## config.mk

```make
export PLATFORM = sky130hd
export DESIGN_NAME = play_order_cursor_top
export DESIGN_NICKNAME = d
export VERILOG_FILES = /design/src/design/poc_pkg.sv /design/src/design/poc_ctrl.sv /design/src/design/poc_dp.sv /design/src/design/play_order_cursor_top.sv
export VERILOG_INCLUDE_DIRS = /design/src /design/src/design
export SDC_FILE = /design/constraint.sdc
export NUM_CORES = 1
export LEC_CHECK = 0
export BUFFER_PORTS_ARGS = -buffer_cell sky130_fd_sc_hd__buf_4
export CAP_MARGIN = 10
export CORE_AREA = 2 2 205 167
export CTS_CLUSTER_SIZE = 16
export DETAILED_ROUTE_END_ITERATION = 16
export DIE_AREA = 0 0 207 169
export PLACE_DENSITY = 0.82
export SYNTH_ARGS = -nofsm -noshare
export SYNTH_HDL_FRONTEND = slang
export SYNTH_SLANG_ARGS = --single-unit
export TNS_END_PERCENT = 1
```

## constraint.sdc

```tcl
create_clock -name clk -period 21.2 [get_ports clk]
set_input_delay 1.06 -clock clk [delete_from_list [all_inputs] [get_ports clk]]
set_output_delay 1.06 -clock clk [all_outputs]
set_load 0.05 [all_outputs]
```

## src/design/assert_macros.svh

```systemverilog
// Assertion macros shared by the play order cursor modules.
// No dependencies; included by the files that carry assertions.
`ifndef ASSERT_MACROS_SVH
`define ASSERT_MACROS_SVH

// The property must hold at every clock edge outside reset.
`define ASSERT_PROP(lbl, clk, rst_n, prop, msg) \
	lbl: assert property (@(posedge clk) disable iff (!rst_n) prop) else $error(msg);

// The expression must never be true outside reset.
`define ASSERT_NEVER(lbl, clk, rst_n, expr, msg) \
	lbl: assert property (@(posedge clk) disable iff (!rst_n) !(expr)) else $error(msg);

`endif

```

## src/design/poc_pkg.sv

```systemverilog
// Types and constants of the play order cursor block.
// No dependencies; imported by every module of the block.
package poc_pkg;

	localparam int CNT_W = 11;
	localparam int IDX_W = 10;
	localparam int FUNC_W = 4;
	localparam int LCG_W = 32;
	localparam int DIV_CNT_W = $clog2(LCG_W);
	localparam int ADDR_W = 2;
	localparam int DATA_W = 32;

	localparam logic [LCG_W-1:0] LCG_MUL = 32'd1664525;
	localparam logic [LCG_W-1:0] LCG_ADD = 32'd1013904223;

	localparam logic [ADDR_W-1:0] ADDR_PLAY_MODE = 2'd0;

	typedef enum logic [FUNC_W-1:0] {
		FN_APPEND  = 4'd0,
		FN_REMOVE  = 4'd1,
		FN_MOVE    = 4'd2,
		FN_SELECT  = 4'd3,
		FN_NEXT    = 4'd4,
		FN_PREV    = 4'd5,
		FN_ADVANCE = 4'd6,
		FN_CLEAR   = 4'd7,
		FN_QUERY   = 4'd8
	} func_e;

	typedef enum logic [1:0] {
		MODE_SEQ  = 2'd0,
		MODE_ONE  = 2'd1,
		MODE_ALL  = 2'd2,
		MODE_SHUF = 2'd3
	} mode_e;

	typedef enum logic [2:0] {
		ST_IDLE,
		ST_EXEC,
		ST_MUL,
		ST_DIV,
		ST_JUMP,
		ST_EMIT
	} state_e;

	typedef struct packed {
		logic [FUNC_W-1:0] func;
		logic [CNT_W-1:0]  add_count;
		logic [IDX_W-1:0]  index_a;
		logic [IDX_W-1:0]  index_b;
	} cmd_t;

	typedef struct packed {
		logic             ok;
		logic [CNT_W-1:0] entry_count;
		logic             cursor_valid;
		logic [IDX_W-1:0] cursor_index;
		logic             peek_next_valid;
		logic [IDX_W-1:0] peek_next_index;
		logic             peek_prev_valid;
		logic [IDX_W-1:0] peek_prev_index;
	} rsp_t;

	typedef struct packed {
		logic load;
		logic exec;
		logic lcg_step;
		logic div_step;
		logic jump;
		logic emit;
	} dp_ctl_t;

	typedef struct packed {
		logic need_shuf;
		logic div_last;
	} dp_sts_t;

endpackage

```

## src/design/poc_ctrl.sv

```systemverilog
// Sequencer of the play order cursor: command intake, shuffle steps, result hand-off.
// Depends on poc_pkg and assert_macros.svh; drives poc_dp through dp_ctl_t.
`include "assert_macros.svh"

module poc_ctrl import poc_pkg::*; (
	input  logic    clk,
	input  logic    arst_n,
	input  logic    cmd_valid,
	output logic    cmd_stall,
	output logic    rsp_valid,
	input  logic    rsp_stall,
	input  dp_sts_t sts,
	output dp_ctl_t ctl
);

	state_e state_q, state_d;
	logic   rsp_valid_q;
	logic   emit_go;

	always_ff @(posedge clk or negedge arst_n) begin
		if (!arst_n) begin
			state_q <= ST_IDLE;
			rsp_valid_q <= 1'b0;
		end else begin
			state_q <= state_d;
			if (emit_go) begin
				rsp_valid_q <= 1'b1;
			end else if (!rsp_stall) begin
				rsp_valid_q <= 1'b0;
			end
		end
	end

	always_comb begin
		state_d = state_q;
		ctl = '0;
		emit_go = 1'b0;
		case (state_q)
			ST_IDLE: begin
				if (cmd_valid) begin
					ctl.load = 1'b1;
					state_d = ST_EXEC;
				end
			end
			ST_EXEC: begin
				ctl.exec = 1'b1;
				state_d = sts.need_shuf ? ST_MUL : ST_EMIT;
			end
			ST_MUL: begin
				ctl.lcg_step = 1'b1;
				state_d = ST_DIV;
			end
			ST_DIV: begin
				ctl.div_step = 1'b1;
				if (sts.div_last) begin
					state_d = ST_JUMP;
				end
			end
			ST_JUMP: begin
				ctl.jump = 1'b1;
				state_d = ST_EMIT;
			end
			ST_EMIT: begin
				if (!rsp_valid_q || !rsp_stall) begin
					emit_go = 1'b1;
					ctl.emit = 1'b1;
					state_d = ST_IDLE;
				end
			end
			default: begin
				state_d = ST_IDLE;
			end
		endcase
	end

	assign cmd_stall = (state_q != ST_IDLE);
	assign rsp_valid = rsp_valid_q;

	`ASSERT_PROP(a_jump_after_div, clk, arst_n, (state_q == ST_JUMP) |-> ($past(state_q) == ST_DIV), "jump step not preceded by the division")
	`ASSERT_PROP(a_rsp_from_emit, clk, arst_n, $rose(rsp_valid_q) |-> ($past(state_q) == ST_EMIT), "response raised outside the emit step")

endmodule

```

## src/design/poc_dp.sv

```systemverilog
// Datapath of the play order cursor: list state, command evaluation, generator and divider.
// Depends on poc_pkg and assert_macros.svh; sequenced by poc_ctrl.
`include "assert_macros.svh"

module poc_dp import poc_pkg::*; #(
	parameter int CAPACITY = 1024
) (
	input  logic    clk,
	input  logic    arst_n,
	input  mode_e   play_mode,
	input  cmd_t    cmd,
	input  dp_ctl_t ctl,
	output dp_sts_t sts,
	output rsp_t    rsp
);

	localparam int NW = $clog2(CAPACITY + 1);
	localparam int CW = $clog2(CAPACITY);
	localparam int WW = ((NW > CNT_W) ? NW : CNT_W) + 1;

	cmd_t              item_q;
	rsp_t              rsp_q;
	logic              ok_q;
	logic [NW-1:0]     total_q;
	logic [CW-1:0]     cursor_q;
	logic [LCG_W-1:0]  lcg_q;
	logic [LCG_W-1:0]  dvd_q;
	logic [NW-1:0]     rem_q;
	logic [DIV_CNT_W-1:0] cnt_q;

	logic [WW-1:0] n_w, c_w, a_w, b_w, add_w, cap_w, sum_w, dec_w;
	logic          nxt_v, prv_v;
	logic [CW-1:0] nxt_i, prv_i;
	logic [NW-1:0] new_total;
	logic [CW-1:0] new_cursor;
	logic          ex_ok, need_shuf;
	logic [LCG_W-1:0] lcg_next;
	logic [NW:0]   trial, divisor;
	logic [NW-1:0] rem_next;
	logic [NW:0]   off, jsum, jres;

	assign n_w   = WW'(total_q);
	assign c_w   = WW'(cursor_q);
	assign a_w   = WW'(item_q.index_a);
	assign b_w   = WW'(item_q.index_b);
	assign add_w = WW'(item_q.add_count);
	assign cap_w = WW'(CAPACITY);
	assign sum_w = n_w + add_w;
	assign dec_w = n_w - WW'(1);

	always_comb begin
		nxt_v = 1'b0;
		nxt_i = '0;
		prv_v = 1'b0;
		prv_i = '0;
		if (n_w != '0) begin
			if (play_mode == MODE_SHUF) begin
				if (n_w >= WW'(2)) begin
					nxt_v = 1'b1;
					nxt_i = (c_w + WW'(1) == n_w) ? '0 : CW'(c_w + WW'(1));
					prv_v = 1'b1;
					prv_i = (c_w == '0) ? CW'(dec_w) : CW'(c_w - WW'(1));
				end
			end else begin
				if (c_w + WW'(1) < n_w) begin
					nxt_v = 1'b1;
					nxt_i = CW'(c_w + WW'(1));
				end else if (play_mode == MODE_ALL && n_w > WW'(1)) begin
					nxt_v = 1'b1;
					nxt_i = '0;
				end
				if (c_w != '0) begin
					prv_v = 1'b1;
					prv_i = CW'(c_w - WW'(1));
				end else if (play_mode == MODE_ALL && n_w > WW'(1)) begin
					prv_v = 1'b1;
					prv_i = CW'(dec_w);
				end
			end
		end
	end

	always_comb begin
		new_total = total_q;
		new_cursor = cursor_q;
		ex_ok = 1'b0;
		need_shuf = 1'b0;
		case (item_q.func)
			FN_APPEND: begin
				if (sum_w <= cap_w) begin
					new_total = NW'(sum_w);
					ex_ok = 1'b1;
					if (n_w == '0) begin
						new_cursor = '0;
					end
				end
			end
			FN_REMOVE: begin
				if (a_w < n_w) begin
					new_total = NW'(dec_w);
					ex_ok = 1'b1;
					if (dec_w == '0) begin
						new_cursor = '0;
					end else if (a_w < c_w) begin
						new_cursor = CW'(c_w - WW'(1));
					end else if (c_w >= dec_w) begin
						new_cursor = CW'(dec_w - WW'(1));
					end
				end
			end
			FN_MOVE: begin
				if (a_w < n_w && b_w < n_w) begin
					ex_ok = 1'b1;
					if (c_w == a_w) begin
						new_cursor = CW'(b_w);
					end else if (a_w < c_w && c_w <= b_w) begin
						new_cursor = CW'(c_w - WW'(1));
					end else if (b_w <= c_w && c_w < a_w) begin
						new_cursor = CW'(c_w + WW'(1));
					end
				end
			end
			FN_SELECT: begin
				if (a_w < n_w) begin
					new_cursor = CW'(a_w);
					ex_ok = 1'b1;
				end
			end
			FN_NEXT, FN_PREV: begin
				if (play_mode == MODE_SHUF) begin
					need_shuf = (n_w >= WW'(2));
				end else if (item_q.func == FN_NEXT) begin
					if (nxt_v) begin
						new_cursor = nxt_i;
						ex_ok = 1'b1;
					end
				end else if (prv_v) begin
					new_cursor = prv_i;
					ex_ok = 1'b1;
				end
			end
			FN_ADVANCE: begin
				if (n_w != '0) begin
					if (play_mode == MODE_ONE) begin
						ex_ok = 1'b1;
					end else if (play_mode == MODE_SHUF) begin
						if (n_w == WW'(1)) begin
							ex_ok = 1'b1;
						end else begin
							need_shuf = 1'b1;
						end
					end else if (c_w + WW'(1) < n_w) begin
						new_cursor = CW'(c_w + WW'(1));
						ex_ok = 1'b1;
					end else if (play_mode == MODE_ALL) begin
						new_cursor = '0;
						ex_ok = 1'b1;
					end
				end
			end
			FN_CLEAR: begin
				new_total = '0;
				new_cursor = '0;
				ex_ok = 1'b1;
			end
			FN_QUERY: begin
				ex_ok = 1'b1;
			end
			default: begin
				ex_ok = 1'b0;
			end
		endcase
	end

	assign lcg_next = lcg_q * LCG_MUL + LCG_ADD;

	assign divisor = {1'b0, total_q} - (NW+1)'(1);
	assign trial = {rem_q, dvd_q[LCG_W-1]};
	assign rem_next = (trial >= divisor) ? NW'(trial - divisor) : NW'(trial);

	assign off  = {1'b0, rem_q} + (NW+1)'(1);
	assign jsum = (NW+1)'(cursor_q) + off;
	assign jres = (jsum >= {1'b0, total_q}) ? (jsum - {1'b0, total_q}) : jsum;

	always_ff @(posedge clk or negedge arst_n) begin
		if (!arst_n) begin
			total_q <= '0;
			cursor_q <= '0;
			lcg_q <= '0;
			cnt_q <= '0;
		end else begin
			if (ctl.exec) begin
				total_q <= new_total;
				cursor_q <= new_cursor;
			end
			if (ctl.lcg_step) begin
				lcg_q <= lcg_next;
				cnt_q <= '0;
			end else if (ctl.div_step) begin
				cnt_q <= cnt_q + DIV_CNT_W'(1);
			end
			if (ctl.jump) begin
				cursor_q <= CW'(jres);
			end
		end
	end

	always_ff @(posedge clk) begin
		if (ctl.load) begin
			item_q <= cmd;
		end
		if (ctl.exec) begin
			ok_q <= ex_ok;
		end else if (ctl.jump) begin
			ok_q <= 1'b1;
		end
		if (ctl.lcg_step) begin
			dvd_q <= lcg_next;
			rem_q <= '0;
		end else if (ctl.div_step) begin
			dvd_q <= {dvd_q[LCG_W-2:0], 1'b0};
			rem_q <= rem_next;
		end
		if (ctl.emit) begin
			rsp_q.ok <= ok_q;
			rsp_q.entry_count <= CNT_W'(total_q);
			rsp_q.cursor_valid <= (total_q != '0);
			rsp_q.cursor_index <= (total_q != '0) ? IDX_W'(cursor_q) : '0;
			rsp_q.peek_next_valid <= nxt_v;
			rsp_q.peek_next_index <= IDX_W'(nxt_i);
			rsp_q.peek_prev_valid <= prv_v;
			rsp_q.peek_prev_index <= IDX_W'(prv_i);
		end
	end

	assign sts.need_shuf = need_shuf;
	assign sts.div_last = (cnt_q == DIV_CNT_W'(LCG_W - 1));
	assign rsp = rsp_q;

	`ASSERT_NEVER(a_empty_cursor_zero, clk, arst_n, (total_q == '0) && (cursor_q != '0), "cursor not zero on an empty list")
	`ASSERT_PROP(a_cursor_in_range, clk, arst_n, (total_q != '0) |-> (NW'(cursor_q) < total_q), "cursor beyond the last entry")
	`ASSERT_NEVER(a_total_capacity, clk, arst_n, n_w > cap_w, "entry count above capacity")

endmodule

```

## src/design/play_order_cursor_top.sv

```systemverilog
// Play order cursor: one command per transaction, one response each; the response is loaded
// after the execute step, or with a shuffle step after a 32x32 multiply step, 32 one-bit
// remainder steps and a jump step. One command is worked on at a time; the next is accepted
// the cycle after the response is loaded, and a stalled response holds the next one back
// in the emit step until the output register is taken.
// Asynchronous active-low reset clears entry count, cursor, shuffle state and play mode.
module play_order_cursor_top import poc_pkg::*; #(
	parameter int CAPACITY = 1024
) (
	input  logic              clk,
	input  logic              arst_n,
	input  logic              cmd_valid,
	output logic              cmd_stall,
	input  cmd_t              cmd,
	output logic              rsp_valid,
	input  logic              rsp_stall,
	output rsp_t              rsp,
	input  logic              psel,
	input  logic              penable,
	input  logic              pwrite,
	input  logic [ADDR_W-1:0] paddr,
	input  logic [DATA_W-1:0] pwdata,
	output logic [DATA_W-1:0] prdata,
	output logic              pready
);

	mode_e   play_mode_q;
	dp_ctl_t ctl;
	dp_sts_t sts;

	always_ff @(posedge clk or negedge arst_n) begin
		if (!arst_n) begin
			play_mode_q <= MODE_SEQ;
		end else if (psel && penable && pwrite && paddr == ADDR_PLAY_MODE) begin
			play_mode_q <= mode_e'(pwdata[1:0]);
		end
	end

	assign pready = 1'b1;
	assign prdata = (paddr == ADDR_PLAY_MODE) ? DATA_W'(play_mode_q) : '0;

	poc_ctrl u_ctrl (
		.clk       (clk),
		.arst_n    (arst_n),
		.cmd_valid (cmd_valid),
		.cmd_stall (cmd_stall),
		.rsp_valid (rsp_valid),
		.rsp_stall (rsp_stall),
		.sts       (sts),
		.ctl       (ctl)
	);

	poc_dp #(
		.CAPACITY (CAPACITY)
	) u_dp (
		.clk       (clk),
		.arst_n    (arst_n),
		.play_mode (play_mode_q),
		.cmd       (cmd),
		.ctl       (ctl),
		.sts       (sts),
		.rsp       (rsp)
	);

endmodule
```

## Word-level counts from Yosys, hierarchy flattened

Cells that the tools add are included.

- Output and inout port bits: 80
- Logic and storage cells: 206
- Register bits: 188

- $mul: 1
- Eq/ne operators: 40
- $lt $le $gt $ge: 13
- Mux-type cells: 89
- Add/sub/neg operators: 11
- Reductions and logical operators: 30

Operator list:

| operator | count |
|---|---|
| 2-to-1 mux 10 bit | 34 |
| one-hot mux 10 bit (7 select lines) | 1 |
| 2-to-1 mux 32 bit | 2 |
| 2-to-1 mux 1 bit | 38 |
| logical NOT 12 bit | 3 |
| 2-to-1 mux 11 bit | 3 |
| one-hot mux 11 bit (3 select lines) | 1 |
| adder 32 x 30 -> 32 bit (second input constant) | 1 |
| multiplier 32 x 21 -> 32 bit (second input constant) | 1 |
| nonzero test 12 bit | 2 |
| < comparator 10 x 11 -> 1 bit | 2 |
| <= comparator 10 bit | 2 |
| < comparator 10 bit | 2 |
| subtractor 10 x 1 -> 10 bit (second input constant) | 2 |
| inequality test 3 x 2 -> 1 bit (second input constant) | 6 |
| one-hot mux 3 bit (6 select lines) | 1 |
| == test 4 x 3 -> 1 bit (second input constant) | 4 |
| AND reduction 16 bit | 1 |
| adder 10 x 12 -> 12 bit | 1 |
| adder 11 x 1 -> 12 bit (second input constant) | 1 |
| adder 11 x 11 -> 12 bit | 1 |
| greater-or-equal comparator 10 x 12 -> 1 bit | 1 |
| greater-or-equal comparator 12 x 11 -> 1 bit | 1 |
| greater-or-equal comparator 12 bit | 1 |
| 45 further kinds | 72 |

## Longest topological paths before layout

Gate-level depths: netlist of the first run.

- Word-level depth: 12
- Depth in mapped cells: 26
- Mapped depth without buffers: 25

## Hierarchy

Synthesis of the first run repeated with hierarchy kept, for this count alone.

- Cells, all modules: 2074
- Area, all modules: 19575.0 µm²

By module, submodules not included:

| module | area an instance (µm²) | cells each | instances |
|---|---|---|---|
| poc_dp | 18965.7 | 1998 | 1 |
| play_order_cursor_top | 337.8 | 41 | 1 |
| poc_ctrl | 271.5 | 35 | 1 |

## Least setup slack after synthesis of the first run

Ideal clock, no wire load.

- Path kind: register to register
- Start: register u_dp.lcg_q[1]
- End: register u_dp.dvd_q[30], data pin
- Data required time: 20.940 ns
- Setup time: 0.260 ns
- Arrival time: 6.636 ns
- Clock period less this slack: 6.896 ns
- Slack: 14.304 ns
- Cell stages (with the launch flop): 27
- Cell sequence: dfrtp_1 > inv_1 > ha_1 > xor2_1 > inv_1 > ha_1 > a21o_1 > fa_1 > fa_1 > inv_1 > fa_1 > inv_1 > fa_1 > inv_1 > fa_1 > inv_1 > ha_1 > clkbuf_1 > nand2_1 > a31oi_1 > a2111oi_0 > o21bai_1 > o31ai_1 > a21boi_0 > o41ai_1 > mux2i_1 > nand2_1

- Longest elaborated chain between the ends: 3

RTL lines:

| what | RTL line | text |
|---|---|---|
| start, declared | poc_dp.sv:26 | `logic [LCG_W-1:0] lcg_q;` |
| start signal, assigned | poc_dp.sv:197 | `lcg_q <= lcg_next;` |
| multiplier 32 x 21 -> 32 bit | poc_dp.sv:175 | `assign lcg_next = lcg_q * LCG_MUL + LCG_ADD;` |
| adder 32 x 30 -> 32 bit | poc_dp.sv:175 |  |
| 2-to-1 mux 32 bit | poc_dp.sv:217 | `if (ctl.lcg_step) begin` |
| end signal, assigned | poc_dp.sv:218 | `dvd_q <= lcg_next;` |
| end signal, assigned | poc_dp.sv:221 | `dvd_q <= {dvd_q[LCG_W-2:0], 1'b0};` |
| end, declared | poc_dp.sv:27 | `logic [LCG_W-1:0] dvd_q;` |

No other way between the ends.
A chain may end at the register's enable or synchronous reset.

## Worst setup path after layout of the first run

Same ends and word-level chain as after synthesis.

==> results of run 1 <==
per-stage QoR:
stage          setup WS (ns)  utilization, %  area (um2)  hold WS, ns  instances
5_1_grt                12.61            64.3       21200        0.385       2607
4_1_cts                13.08            64.3       21200        0.393       2607
3_3_place_gp           13.23            62.6       20700        0.439       2575
6_report               12.95            64.3       21200        0.410       2608
3_5_place_dp           13.10            62.6       20700        0.467       2575
2_1_floorplan          14.30               -       19700        0.400       2105
path summary, 6_finish.rpt:
| path | startpoint | end | slack [ns] |
|---|---|---|---|
| max in group asynchronous | arst_n | u_dp.lcg_q[24] | 19.69 |
| min reg2reg | u_dp.cnt_q[4] | u_dp.cnt_q[4] | 0.49 |
| max reg2reg | u_dp.lcg_q[1] | u_dp.dvd_q[30] | 12.95 |
| min | arst_n | u_dp.lcg_q[0] | 0.41 |
| min in group clk | u_dp.cnt_q[4] | u_dp.cnt_q[4] | 0.49 |
| max | u_dp.lcg_q[1] | u_dp.dvd_q[30] | 12.95 |
cells by family after synthesis:
group | count (synthesis) | synth area share, %
DFF | 188 | 26.7
and+or+nand+nor | 507 | 12.6
AOI/OAI and AO/OA | 387 | 13.1
buffers and inverters | 435 | 9.03
muxes | 42 | 2.27
other | 2 | 0.0384
xor gates and xnor gates | 104 | 4.66
adders and majority gates | 411 | 31.7
layout make-up:
class,count,area (um2)
Antenna cell,1,2.50
Multi-Input combinational cell,1482,12700
Sequential cell,188,5220
Tap cell,434,543
Clock inverter,14,146
Timing Repair Buffer,112,841
Clock buffer,18,429
Fill cell,2703,11800
Inverter,359,1350
critical path, cell delays in order (launching register included):
cell and delay [ns]:
dfrtp_1 0.59, inv_1 0.24, ha_1 0.37, xor2_1 0.55, inv_1 0.11, ha_1 0.37, fa_1 0.54, inv_1 0.06
fa_1 0.57, inv_1 0.07, fa_1 0.50, fa_1 0.55, inv_1 0.06, fa_1 0.53, inv_1 0.05, ha_1 0.40
nand4_1 0.29, a2111oi_0 0.77, o31ai_1 0.25, a21boi_0 0.64, o41ai_1 0.19, mux2i_1 0.22, nand2_1 0.08
Yosys cell counts, types with 7 or more instances:
| master | n |
|---|---|
| a21oi_1 | 78 |
| clkbuf_1 | 33 |
| o21a_1 | 15 |
| edfxtp_1 | 113 |
| nand3_1 | 29 |
| a22o_1 | 8 |
| dfrtp_1 | 64 |
| xnor2_1 | 77 |
| buf_4 | 32 |
| o221ai_1 | 8 |
| mux2_2 | 15 |
| o21ai_0 | 99 |
| and2_1 | 12 |
| dfxtp_1 | 11 |
| nor3b_1 | 9 |
| nand3b_1 | 10 |
| and3_1 | 10 |
| o21bai_1 | 8 |
| nor2b_1 | 19 |
| nor4_1 | 10 |
| o31ai_1 | 10 |
| nand2b_1 | 13 |
| nand2_1 | 181 |
| inv_1 | 356 |
| mux2i_1 | 26 |
| ha_1 | 270 |
| nand4_1 | 26 |
| a211oi_1 | 25 |
| o22ai_1 | 10 |
| nor2_1 | 120 |
| nor3_1 | 29 |
| a21boi_0 | 8 |
| fa_1 | 141 |
| a22oi_1 | 9 |
| xor2_1 | 27 |
| or3_1 | 10 |
| o211ai_1 | 7 |
| a221oi_1 | 7 |
| a31oi_1 | 12 |
| a21o_1 | 32 |
per-layer routing:
layer / track usage (%) / vias up / part of all wire [%]
li1: - / 7224 / -
met1: 47.2 / 7524 / 46
met2: 46.5 / 732 / 41
met3: 9.17 / 74 / 11
met4: 7.45 / 2 / 1.7
met5: 0 / - / 0.076
flip-flops by register name, indices dropped and copies added, names as in the netlist:
name,count
u_dp.ok_q,1
u_dp.cursor_q,10
u_dp.rem_q,11
u_dp.item_q,4
u_ctrl.state_q,3
u_dp.dvd_q,32
u_dp.lcg_q,32
u_dp.total_q,11
u_dp.add_w,11
play_mode_q,2
u_dp.cnt_q,5
u_dp.rsp,45
u_dp.b_w,10
u_ctrl.rsp_valid,1
u_dp.a_w,10
==> reports/results.txt, run 1 <==
Outcome - finished clean
Final setup vio count - 0
Hold Violations, Final - 0
RSZ-0062 raised after global routing - false
Worst-Margin Slew - 1.14 ns
Seq cells post-synth - 188
Slew margin rel. - 23.6%
Share of cells above drive strength 1 - 8.79%
Worst hold-check path type - in2async
I/O Pins - 156
Fmax - 0.121 GHz
CP Capture Type - flip-flop
Worst-path clk slew - 0.08 ns
Part of the cycle the worst path needs - 38.9%
Max cap viols - 0
Routed wirelength normalized by instance count - 21.2 um
Vias in the first global route - 15.3k
Pin count of the biggest net entering global routing - 66
Remaining antenna violation count - 0
Clk_lat worst skew - 0.46 ns
Via Count - 15.6k
Rows - 60
Vias/cell - 5.96
CTS root buffer - clkbuf_16
CTS buffer count - 17
# port buffers - 94
Tmin final - 8.25 ns
Chip Width - 207 um
Postcts setup bufs - 0
Largest cells by area after synthesis - edfxtp_1 17%, ha_1 17%, fa_1 14%, dfrtp_1 8.2%, inv_1 6.8%
Most common cell after layout, fill and taps aside - inv_1
Synthesized instance count - 2076
DIE HEIGHT - 169 um
Async S/R FF share, synth - 34.0%
Arr. time, crit path - 8.46 ns
Post-synth top area cell - edfxtp_1
Mapped Avg Cell Area - 9.42 um2
CTS tree - yes
Sequential share of the synthesized area - 26.7%
Post-CTS Hold Buffers - 0
CP Data Required Time - 21.41 ns
1st-pass router iterations - 5
Initial antenna violation count - 2
Initial core utilization - 59.2%
Gpl congestion - 0.995
DRC viols - 0
Number of DRC markers in iteration 0 - 1706
H-Tree Depth - 4
Worst setup SP type - flip-flop
Top FF cell, synth - edfxtp_1
Max clock buf depth - 2
Post-synth top area share - 17.4%
CP Class - reg2reg
Nets - 2647
TritonCTS Sinks - 188
Reg2Reg Depth - 22
Area growth, synth to finish - 8.64%
Cts repair resizes - 0
GR Overflow Total - 0
Leading cell types in the layout, fill and taps excluded - 356 x inv_1, 270 x ha_1, 181 x nand2_1
Number of synthesized flops with an enable pin - 113
Post-Syn Area - 0.0196 mm2
DP HPWL - 44600 um
Skew final - 0.0174 ns
Slew Viols, Final - 0
Distinct cell type count after synthesis - 82
First-pass GRT wire length - 86300 um
Routed Wire Length - 55200 um
Die footprint - 0.0350 mm2
Worst Path Max Fanout - 10
YS warnings - 0
GR Util All Layers - 32.0%
Core area - 0.0330 mm2
Setup TNS Final - 0 ns
Power of run 1 is left out: the tool's default activity adds up to more than one toggle a clock period on the data nets, which glitch-free logic cannot reach.
==> run 2, diff against run 1 <==
==> constraint.sdc (replaced) <==
create_clock -name clk -period 8.1 [get_ports clk]
set_input_delay 0.405 -clock clk [delete_from_list [all_inputs] [get_ports clk]]
set_output_delay 0.405 -clock clk [all_outputs]
set_load 0.05 [all_outputs]
==> run 2 against run 1 <==
  * Non-clock buffer count rose by 5
  * Die area did not move
  * Utilization rose by 0.19 points
  * Critical endpoint unchanged
  * Clock-buffer cell count did not move
==> reports/results.txt, run 2 (synthesis results as in run 1) <==
Sequential cell area - 0.00522 mm2 (unchanged)
DP HPWL - 45100 um (was 44600 um)
Outcome - finished clean (unchanged)
Slew margin rel. - 24.1% (was 23.6%)
Initial antenna violation count - 0 (was 2)
TritonCTS Sinks - 188 (unchanged)
Ant diodes - 0 (was 1)
WL met2 - 22800 um (about the same)
Max clock buf depth - 2 (unchanged)
Area of the multi-input gates - 0.0127 mm2 (unchanged)
Filler cells - 2670 (was 2703)
Part of the cycle the worst path needs - 90.6% (was 38.9%)
Reg2Reg Depth - 25 (was 22)
Slew Viols, Final - 0 (unchanged)
RSZ-0062 raised after global routing - false (unchanged)
CTS tree - yes (unchanged)
CTS root buffer - clkbuf_16 (unchanged)
1st-pass router iterations - 6 (was 5)
Remaining antenna violation count - 0 (unchanged)
Setup TNS Final - 0 ns (unchanged)
Arr. time, crit path - 7.54 ns (was 8.46 ns)
Hold path depth - 1
Worst hold-check path type - in2reg (was in2async)
GR Overflow Total - 0 (unchanged)
GR Util All Layers - 32.2% (was 32.0%)
Gpl congestion - 1.00 (was 0.995)
Vias in the first global route - 15.3k (about the same)
Worst setup SP type - flip-flop (unchanged)
Hold Violations, Final - 0 (unchanged)
First-pass GRT wire length - 86600 um (was 86300 um)
Nets - 2652 (was 2647)
Met1 wire length - 25200 um (was 25700 um)
Chip Width - 207 um (unchanged)
Tmin final - 7.34 ns (was 8.25 ns)
Final setup vio count - 0 (unchanged)
Worst Path Max Fanout - 10 (unchanged)
DIE HEIGHT - 169 um (unchanged)
Number of DRC markers in iteration 0 - 1746 (was 1706)
Rows - 60 (unchanged)
CP Data Required Time - 8.30 ns (was 21.41 ns)
Routed wirelength normalized by instance count - 21.3 um (was 21.2 um)
Routed Wire Length - 55700 um (was 55200 um)
Core area - 0.0330 mm2 (unchanged)
CP max-delay cell - dfrtp_1 (was a2111oi_0)
Clk_lat worst skew - 0.47 ns (was 0.46 ns)
CTS buffer count - 17 (unchanged)
Via Count - 15.7k (was 15.6k)
CP Class - reg2reg (unchanged)
Cts repair resizes - 0 (unchanged)
Top sig layer - met4 (was met5)
Share of cells above drive strength 1 - 8.95% (was 8.79%)
Skew final - 0.0181 ns (was 0.0174 ns)
Most common cell after layout, fill and taps aside - inv_1 (unchanged)
Pin count of the biggest net entering global routing - 66 (unchanged)
CP Capture Type - flip-flop (unchanged)
Worst-path clk slew - 0.08 ns (about the same)
Area growth, synth to finish - 8.96% (was 8.64%)
H-Tree Depth - 4 (unchanged)
Worst-Margin Slew - 1.13 ns (was 1.14 ns)
Max incr delay on CP - 0.58 ns (was 0.77 ns)
Worst reg2reg setup slack - 0.76 ns (was 12.95 ns)
DRC viols - 0 (unchanged)
I/O Pins - 156 (unchanged)
Max cap viols - 0 (unchanged)
DP Cell Count - 2579 (was 2575)
# port buffers - 94 (unchanged)
Vias/cell - 6.03 (was 5.96)
Post-Layout Cell Count - 2612 (was 2608)
Cell repeated most along the worst path - inv_1 (unchanged)
Met3 wire length - 6620 um (was 5810 um)
Post-CTS Hold Buffers - 1 (was 0)
Fmax - 0.136 GHz (was 0.121 GHz)
Die footprint - 0.0350 mm2 (unchanged)
Postcts setup bufs - 0 (unchanged)
Leading cell types in the layout, fill and taps excluded - 356 x inv_1, 270 x ha_1, 181 x nand2_1 (unchanged)
Initial core utilization - 59.2% (unchanged)
Max reg flops - 45 (unchanged)
## run 2: cell types whose count changed in the layout (fill, tap and decap cells not counted)
cell,previous run,this run
bufinv_16,0,1
clkinv_4,3,2
buf_4,112,116
inv_6,3,4
dlygate4sd3_1,0,1
diode_2,1,0
clkinv_2,1,0
## run 2: critical path: cells and delay by family (launching register included)
kind	cells	cell delay [ns]
adder cells (fa/ha/maj)	8	3.64
AO/OA/AOI/OAI	7	1.68
flip-flops	1	0.58
buffers and inverters	6	0.49
multiplexers	1	0.29
XOR/XNOR	1	0.19
AND/OR/NAND/NOR	2	0.17
## run 2: layout make-up
class	count	area share (%)
clock inverter	14	0.804
inverter	359	6.32
timing repair buffer	117	4.13
multi-input combinational	1482	59.7
sequential	188	24.5
tap	434	2.55
clock buffer	18	2.01
## run 2: worst paths after layout
path,from,to
hold reg to reg,u_dp.ok_q,u_dp.rsp[44]
max in group asynchronous,arst_n,u_dp.lcg_q[31]
min in group asynchronous,arst_n,u_dp.total_q[8]
setup reg to reg,u_dp.lcg_q[1],u_dp.dvd_q[30]
hold / removal,cmd[7],u_dp.b_w[7]
setup / recovery,u_dp.lcg_q[1],u_dp.dvd_q[30]
## run 2: through the flow
| step | hold slack (ns) | utilization, % | cell area, um2 | setup slack [ns] |
|---|---|---|---|---|
| floorplan | 0.109 | - | 19700 | 1.20 |
| global placement | 0.277 | 62.7 | 20700 | 0.976 |
| detailed placement | 0.278 | 62.7 | 20700 | 0.802 |
| CTS | 0.102 | 64.5 | 21300 | 0.805 |
| global route | 0.101 | 64.5 | 21300 | 0.258 |
| finish | 0.114 | 64.5 | 21300 | 0.763 |
## run 2: routing by layer
metal  vias up  global-route usage (%)
met2       790                    45.6
li1       7207                       -
met1      7664                    48.6
met4         0                    7.92
met5         -                       0
met3        88                    8.76
Power of run 2 is left out for the same reason.
==> run 3, diff against run 2 <==
--- a/config.mk
+++ b/config.mk
@@ -8,10 +8,10 @@
 export LEC_CHECK = 0
 export BUFFER_PORTS_ARGS = -buffer_cell sky130_fd_sc_hd__buf_4
 export CAP_MARGIN = 10
-export CORE_AREA = 2 2 205 167
+export CORE_AREA = 2 2 151 227
 export CTS_CLUSTER_SIZE = 16
 export DETAILED_ROUTE_END_ITERATION = 16
-export DIE_AREA = 0 0 207 169
+export DIE_AREA = 0 0 153 229
 export PLACE_DENSITY = 0.82
 export SYNTH_ARGS = -nofsm -noshare
 export SYNTH_HDL_FRONTEND = slang
==> run 3 against run 2 <==
  * Utilization decreased by 0.29 points
  * Clock-buffer cell count grew 2
  * Global-route usage grew 2.3 points
  * Via count fell by 0.47%
==> reports/results.txt, run 3 (synthesis results as in run 1) <==
Post-route cell area - 0.0213 mm2 (about the same)
Max incr delay on CP - 0.58 ns (about the same)
CP max-delay cell - a2111oi_0 (was dfrtp_1)
Rows - 82 (was 60)
Reg2Reg Depth - 24 (was 25)
Slew Viols, Final - 0 (unchanged)
CP Data Required Time - 8.45 ns (was 8.30 ns)
Via Count - 15.7k (about the same)
Gpl congestion - 0.998 (was 1.00)
Remaining antenna violation count - 0 (unchanged)
Crit Reg-Reg Endpoint - u_dp.lcg_q[28] (was u_dp.dvd_q[30])
# port buffers - 94 (unchanged)
Routed Wire Length - 59700 um (was 55700 um)
Pin count of the biggest net entering global routing - 66 (unchanged)
RSZ-0062 raised after global routing - false (unchanged)
Cts repair resizes - 0 (unchanged)
Chip Width - 153 um (was 207 um)
Outcome - finished clean (unchanged)
Worst-Margin Slew - 1.20 ns (was 1.13 ns)
Postcts setup bufs - 0 (unchanged)
Leading cell types in the layout, fill and taps excluded - 355 x inv_1, 270 x ha_1, 181 x nand2_1 (was 356 x inv_1, 270 x ha_1, 181 x nand2_1)
Nets - 2653 (was 2652)
Worst Hold Slack - 0.0843 ns (was 0.114 ns)
GR Util All Layers - 34.4% (was 32.2%)
TritonCTS Sinks - 188 (unchanged)
Setup TNS Final - 0 ns (unchanged)
Vias/cell - 6.03 (about the same)
Critical R2R Launch - u_dp.lcg_q[2] (was u_dp.lcg_q[1])
Fmax - 0.139 GHz (was 0.136 GHz)
Worst Path Max Fanout - 7 (was 10)
Initial core utilization - 59.0% (was 59.2%)
DIE HEIGHT - 229 um (was 169 um)
GR Overflow Total - 0 (unchanged)
Final setup vio count - 0 (unchanged)
Cell repeated most along the worst path - inv_1 (unchanged)
1st-pass router iterations - 5 (was 6)
I/O Pins - 156 (unchanged)
Number of DRC markers in iteration 0 - 1191 (was 1746)
Skew final - 0.0149 ns (was 0.0181 ns)
Post-CTS Hold Buffers - 0 (was 1)
First-pass GRT wire length - 91300 um (was 86600 um)
Slew margin rel. - 19.1% (was 24.1%)
Crit-path cells - inv_1 > ha_1 > xor2_1 > inv_1 > ha_1 > a21o_1 > fa_1 > fa_1 > inv_1 > fa_1 > inv_1 > fa_1 > inv_1 > fa_1 > inv_1 > ha_1 > nand4_1 > a2111oi_0 > o31ai_1 > a21boi_0 > buf_4 > o2111ai_1 > a21boi_0 > o311ai_0
DRC viols - 0 (unchanged)
Core area - 0.0331 mm2 (was 0.0330 mm2)
Max cap viols - 0 (unchanged)
CTS tree - yes (unchanged)
Initial antenna violation count - 0 (unchanged)
Part of the cycle the worst path needs - 88.5% (was 90.6%)
Critical path endpoint - u_dp.lcg_q[28] (was u_dp.dvd_q[30])
Max clock buf depth - 2 (unchanged)
Max reg flops - 45 (unchanged)
Area of placed instances - 0.0207 mm2 (about the same)
Worst reg2reg setup slack - 0.93 ns (was 0.76 ns)
Hold Violations, Final - 0 (unchanged)
Arr. time, crit path - 7.52 ns (was 7.54 ns)
DP HPWL - 48300 um (was 45100 um)
Die footprint - 0.0350 mm2 (about the same)
Worst setup SP type - flip-flop (unchanged)
Vias in the first global route - 16.4k (was 15.3k)
Worst-path clk slew - 0.08 ns (about the same)
Worst Setup SP - u_dp.lcg_q[2] (was u_dp.lcg_q[1])
CTS buffer count - 17 (unchanged)
Worst hold-check path type - in2async (was in2reg)
Filler cells - 2701 (was 2670)
Routed wirelength normalized by instance count - 23.0 um (was 21.3 um)
CP Capture Type - flip-flop (unchanged)
Most common cell after layout, fill and taps aside - inv_1 (unchanged)
Ant diodes - 0 (unchanged)
CP Class - reg2reg (unchanged)
Area growth, synth to finish - 8.82% (was 8.96%)
H-Tree Depth - 4 (unchanged)
Setup slack after layout - 0.931 ns (was 0.763 ns)
Post-Place Setup Slack - 0.945 ns (was 0.802 ns)
Tmin final - 7.17 ns (was 7.34 ns)
Share of cells above drive strength 1 - 9.04% (was 8.95%)
Clk_lat worst skew - 0.47 ns (about the same)
CTS root buffer - clkbuf_16 (unchanged)
[run 3: worst max-delay path: cells and delay by family (launching register included)]
family	cells	cell delay, ns
fa+ha+maj	8	3.56
flops	1	0.48
simple gates	1	0.25
buf+inv	7	0.68
compound gates	7	1.84
xor+xnor	1	0.22
[run 3: worst min path at each step]
stage,end,slack (ns),depth (start not counted)
detailed placement,u_dp.rsp[44],0.43,0
CTS,u_dp.add_w[7],0.10,1
global placement,u_dp.rsp[44],0.40,0
global route,u_dp.b_w[6],0.11,1
finish,u_dp.lcg_q[8],0.08,1
floorplan,play_mode_q[0],0.11,0
[run 3: metrics by stage]
step                      util [%]  cells
after floorplan                  -   2105
after CTS                     64.2   2599
after global placement        62.5   2567
final                         64.2   2599
after detailed placement      62.5   2567
after global routing          64.2   2599
[run 3: routing by layer]
metal / share of wire [%] / vias to the layer above / track usage [%] / wire [um]
met5: 0 / - / 0 / 0
met4: 9.2 / 0 / 27.5 / 5470
met3: 4.7 / 238 / 4.96 / 2790
met2: 53 / 637 / 63.0 / 31600
met1: 33 / 7597 / 34.4 / 19800
li1: - / 7203 / - / -
[run 3: layout make-up]
type / count / area (um2) / area share, %
Clock inverter: 12 / 96.3 / 0.453
Inverter: 359 / 1350 / 6.33
Tap cell: 420 / 526 / 2.47
Multi-Input combinational cell: 1482 / 12700 / 59.8
Clock buffer: 20 / 489 / 2.30
Sequential cell: 188 / 5220 / 24.5
Timing Repair Buffer: 118 / 886 / 4.16
Power of run 3 is left out for the same reason.
